**config.mk**
```make
export PLATFORM = sky130hd
export DESIGN_NAME = tcc_put_decode
export DESIGN_NICKNAME = d
export VERILOG_FILES = /design/src/design/tcc_pkg.sv /design/src/design/tcc_put_decode.sv
export SDC_FILE = /design/constraint.sdc
export NUM_CORES = 1
export LEC_CHECK = 0
export BUFFER_PORTS_ARGS = -buffer_cell sky130_fd_sc_hd__buf_2
export CORE_MARGIN = 5
export CORE_UTILIZATION = 47
export DETAILED_ROUTE_END_ITERATION = 7
export GPL_TIMING_DRIVEN = 0
export PLACE_DENSITY = 0.69
export SYNTH_ARGS = -nofsm -noshare
export SYNTH_HDL_FRONTEND = slang
export SYNTH_SLANG_ARGS = --single-unit
```
**constraint.sdc**
```tcl
create_clock -name vclk -period 3.85
set_input_delay 0.5775 -clock vclk [all_inputs]
set_output_delay 0.5775 -clock vclk [all_outputs]
set_load 0.02 [all_outputs]
```
**src/design/tcc_pkg.sv**
```systemverilog
// Shared types, constants and helpers for the text console block.
// No dependencies; used by tcc_put_decode and text_console_cursor_scroll.
package tcc_pkg;

  localparam int COLUMNS = 80;
  localparam int ROWS    = 25;
  localparam int CELLS   = COLUMNS * ROWS;
  localparam int ADDR_W  = $clog2(CELLS);

  localparam int COL_W   = 7;
  localparam int ROW_W   = 5;
  localparam int POS_W   = 11;

  localparam logic [7:0] CH_NUL     = 8'h00;
  localparam logic [7:0] CH_BS      = 8'h08;
  localparam logic [7:0] CH_TAB     = 8'h09;
  localparam logic [7:0] CH_LF      = 8'h0A;
  localparam logic [7:0] CH_CR      = 8'h0D;
  localparam logic [7:0] CH_SP      = 8'h20;
  localparam logic [7:0] RESET_ATTR = 8'h07;

  typedef enum logic [1:0] {
    CMD_PUT   = 2'd0,
    CMD_CLEAR = 2'd1,
    CMD_SET   = 2'd2,
    CMD_READ  = 2'd3
  } cmd_t;

  typedef enum logic [1:0] {
    S_IDLE,
    S_RDWAIT,
    S_SCROLL,
    S_FILL
  } state_t;

  typedef struct packed {
    cmd_t             cmd;
    logic [7:0]       char_code;
    logic [COL_W-1:0] col;
    logic [ROW_W-1:0] row;
  } in_req_t;

  typedef struct packed {
    logic [COL_W-1:0] cursor_col;
    logic [ROW_W-1:0] cursor_row;
    logic [POS_W-1:0] cursor_pos;
    logic [7:0]       cell_glyph;
    logic [7:0]       cell_attr;
    logic             scrolled;
  } out_res_t;

  // Action of one put character request
  typedef struct packed {
    logic [COL_W-1:0] col;     // cursor after the request
    logic [ROW_W-1:0] row;
    logic             wr;      // write glyph at the old cursor
    logic             bs;      // blank glyph at the new cursor
    logic             scroll;  // scroll the screen up one row
  } put_act_t;

  function automatic logic [ADDR_W-1:0] cell_addr(logic [ROW_W-1:0] r,
                                                  logic [COL_W-1:0] c);
    cell_addr = ADDR_W'(ADDR_W'(r) * ADDR_W'(COLUMNS) + ADDR_W'(c));
  endfunction

endpackage

```
**src/design/tcc_put_decode.sv**
```systemverilog
// Cursor and store actions for one put character request.
// Depends on tcc_pkg.
module tcc_put_decode (
  input  logic [7:0]                tc_char,
  input  logic [tcc_pkg::COL_W-1:0] cur_col,
  input  logic [tcc_pkg::ROW_W-1:0] cur_row,
  output tcc_pkg::put_act_t         act
);

  localparam logic [tcc_pkg::COL_W-1:0] LAST_COL = tcc_pkg::COL_W'(tcc_pkg::COLUMNS - 1);
  localparam logic [tcc_pkg::ROW_W-1:0] BOTTOM   = tcc_pkg::ROW_W'(tcc_pkg::ROWS - 1);

  logic [tcc_pkg::COL_W:0] tab_col;
  logic                    at_bottom;
  logic                    handled;

  assign tab_col   = {1'b0, cur_col} + (tcc_pkg::COL_W+1)'(4);
  assign at_bottom = (cur_row == BOTTOM);

  always_comb begin
    act     = '0;
    act.col = cur_col;
    act.row = cur_row;
    handled = 1'b0;
    if (tc_char == tcc_pkg::CH_NUL) begin
      handled = 1'b1;
    end else if ((tc_char == tcc_pkg::CH_LF || tc_char == tcc_pkg::CH_CR) && !at_bottom) begin
      act.row = cur_row + 1'b1;
      act.col = '0;
    end else if (tc_char == tcc_pkg::CH_TAB) begin
      if (tab_col >= (tcc_pkg::COL_W+1)'(tcc_pkg::COLUMNS)) begin
        act.col = tcc_pkg::COL_W'(tab_col - (tcc_pkg::COL_W+1)'(tcc_pkg::COLUMNS));
        if (at_bottom) begin
          act.scroll = 1'b1;   // wrapped column is kept
          handled    = 1'b1;
        end else begin
          act.row = cur_row + 1'b1;
        end
      end else begin
        act.col = tcc_pkg::COL_W'(tab_col);
      end
    end else if (tc_char == tcc_pkg::CH_BS) begin
      act.bs = 1'b1;
      if (cur_col == '0 && cur_row != '0) begin
        act.col = tcc_pkg::COL_W'(tcc_pkg::COLUMNS - 2);
        act.row = cur_row - 1'b1;
      end else if (cur_col != '0) begin
        act.col = cur_col - 1'b1;
      end
    end else if (tc_char == tcc_pkg::CH_LF) begin
      act.scroll = 1'b1;
      act.col    = '0;
      handled    = 1'b1;
    end else if (cur_col == LAST_COL && !at_bottom) begin
      act.row = cur_row + 1'b1;
      act.col = '0;
    end else begin
      act.wr  = 1'b1;
      act.col = (cur_col == LAST_COL) ? '0 : cur_col + 1'b1;
      handled = 1'b1;
    end
    // landing on the bottom-right cell scrolls
    if (!handled && act.row == BOTTOM && act.col == LAST_COL) begin
      act.scroll = 1'b1;
      act.col    = '0;
    end
  end

endmodule

```
==> results.md <==
* Max_cap viols at 0
* Critical path buffers and inverters at 4
* Failing checks: setup timing
* Nets at 338
* Post-route ant nets at 0
* Synth warn at 0
* Clock buffer cells at 0
* Die area at 4650 sq um
* First-pass GRT wire length at 9580 microns
* DRT Pass-1 Iters at 5
* Final setup viols at 6
* Worst Max-Slew Pin Slew at 0.567 ns
* Drt total wl at 6170 microns
* Worst setup EP type: output pin
* FFs & Latches at 0
* Starting Density at 48.0%
* Synthesized area at 1590 sq um
* Layout area overhead at 44.9%
* Synth Area in Simple Gates at 46.3%
* Worst Path Arrival at 3.34 ns
* # DRC at 0
* Critical setup path kind: primary input to output pin
* Leakage at 0.917 nW
* Site row count at 21
* DRT iter0 DRCs at 283
* Critical Path Stages at 14
* Die Y-Extent at 68.2 microns
* Largest net degree at the start of global routing at 11
* Fillers at 299
* Via count at 2316
* Slew Viols, Final at 0
* Register Area at 0 sq um
* Netlist cell types at 68
* Outcome: complete, but fails checks
* Hold Path Class: primary input to output pin
* Xor and xnor area share after synthesis at 4.96%
* Initial antenna violation count at 0
* DP HPWL at 4330 microns
* GRT Total Usage at 26.2%
* Slowest cell delay on critical path at 0.51 ns
* Slowest cell on crit path: or4_4
* CP startpoint kind: primary input
* Worst setup startpoint: cur_col[4]
* RD Place Congestion at 0.966
* Setup crit end: act[10]
* # IOs at 35
* Global route overflow at 0
* Delay-heaviest family, CP: simple AND/OR/NAND/NOR gates
* Fin util at 69.6%
* Ant diodes at 0
* Compound-Gate Fraction of Synth Area at 32.2%
* Final hold slack at 1.55 ns
* Post-Syn Nets at 284
* Worst vdd ir at 0.0470 mV
* Max-slew headroom at 62.1%
* Crit-path max FO at 9
* Hold Vio Cnt, Final at 0
* Synth Area in Adders at 7.08%
* Seq/Total Area, Yosys at 0%
* Min cycle time layout at 3.92 ns
* Main combinational cell family by area after synthesis: simple AND/OR/NAND/NOR gates
* Mux cell area share after synthesis at 1.97%
* Via density at 6.56
* Number of port buffers at 33
* Fmax at 255 MHz
* Critical-path cell list: clkbuf_8, clkbuf_16, nand3_4, xor2_2, ha_2, or3b_2, a21oi_2, a221oi_2, or4_4, nor3_2, and4bb_4, buf_4, nor2_4, buf_6
* Worst Path Required at 3.27 ns
* Core Box Area at 3310 sq um
* Post-route setup slack at -0.0724 ns
* RSZ-0062 raised after global routing: yes
* Routed length per instance at 17.5 microns
* Final period utilization at 102%
* Cell count after synthesis at 255
* Chip Width at 68.2 microns
* Mean Syn Cell Area at 6.24 sq um
* Pre-CTS setup slack at -0.533 ns
* Cell Pwr Density at 94.4 nW/um^2
* Vias in the first global route at 1963
* Share of layout cells above drive strength 1 at 35.2%
==> cell usage after synthesis, drive strengths merged, types with 4 or more instances <==
cell,number,share of area (%)
nor3,14,5.4
a21oi,22,6.9
nor2,24,5.7
or4,4,2.4
nor4,4,2.0
ha,9,7.1
inv,12,2.8
nand3,14,4.4
nor2b,5,2.0
o211ai,4,1.9
xnor2,5,2.8
and3,9,3.5
nand2,25,5.9
clkbuf,13,3.1
o21ai,19,6.2
buf,4,1.7
a211oi,4,1.9
xor2,4,2.2
==> kinds of logic (layout without fill, tap and decap cells) <==
logic type	after synthesis	in the layout
XOR/XNOR	9	9
AND/OR/NAND/NOR	128	128
buffers and inverters	29	81
adder cells (fa/ha/maj)	9	9
multiplexers	3	3
AO/OA/AOI/OAI	77	77
==> layout by cell type, fill, tap and decap left out, types with 5 or more instances in the layout <==
master,count
inv_1,8
a21oi_1,20
clkbuf_1,7
o21ai_0,9
nor3_1,10
ha_1,5
buf_4,21
nor2_1,21
o21ai_1,8
buf_2,28
and3_1,9
nand2_1,24
nor2b_1,5
nand3_1,13
==> routing by layer <==
layer,routed length [microns],share of wire (%),GRT usage [%],up-vias
met4,110,1.8,4.96,0
met5,0,0,0,-
met1,2410,39,36.4,1065
met3,781,13,2.63,12
met2,2860,46,43.6,168
li1,-,-,-,1071
==> layout make-up <==
| class | count | area, sq um | area share, % |
|---|---|---|---|
| Inverter | 12 | 57.6 | 2.50 |
| Tap cell | 46 | 57.6 | 2.50 |
| Buffer | 15 | 116 | 5.05 |
| Multi-Input combinational cell | 226 | 1710 | 74.1 |
| Timing Repair Buffer | 54 | 367 | 15.9 |
==> power by group <==
group          switching [mW]  internal (mW)  leakage (nW)  total [mW]
logic                   0.123         0.0947         0.917       0.218
clock network               0              0             0           0
registers                   0              0             0           0
==> how the worst min path moves through the flow <==
stage,from,endpoint,depth (start not counted)
floorplan,cur_row[0],act[3],1
global placement,cur_row[3],act[6],3
detailed placement,cur_row[3],act[6],3
CTS,cur_row[3],act[6],3
global route,cur_row[3],act[6],3
finish,cur_row[3],act[6],3
==> per-stage QoR <==
stage          setup TNS [ns]  std cells  power, mW  instance area (sq um)
3_3_place_gp            -2.73        334      0.159                   1830
2_1_floorplan               0        255      0.110                   1610
6_report               -0.229        353      0.218                   2300
5_1_grt                -0.643        353      0.233                   2300
3_5_place_dp            -2.90        334      0.160                   1830
4_1_cts               -0.0256        342      0.187                   2100
==> worst min-delay path, stage by stage <==
cell and delay (ns):
buf_2 0.15, xor2_1 0.09, buf_2 0.15
==> timing repair <==
action,CTS,global route
resized for setup,45,35
setup buffers,10,11
hold buffers,0,0
endpoints found under the hold margin,0,0
endpoints found under the setup margin,6,6
pin swaps,14,7
gates cloned,0,0
(Power assumes the default switching activity.)
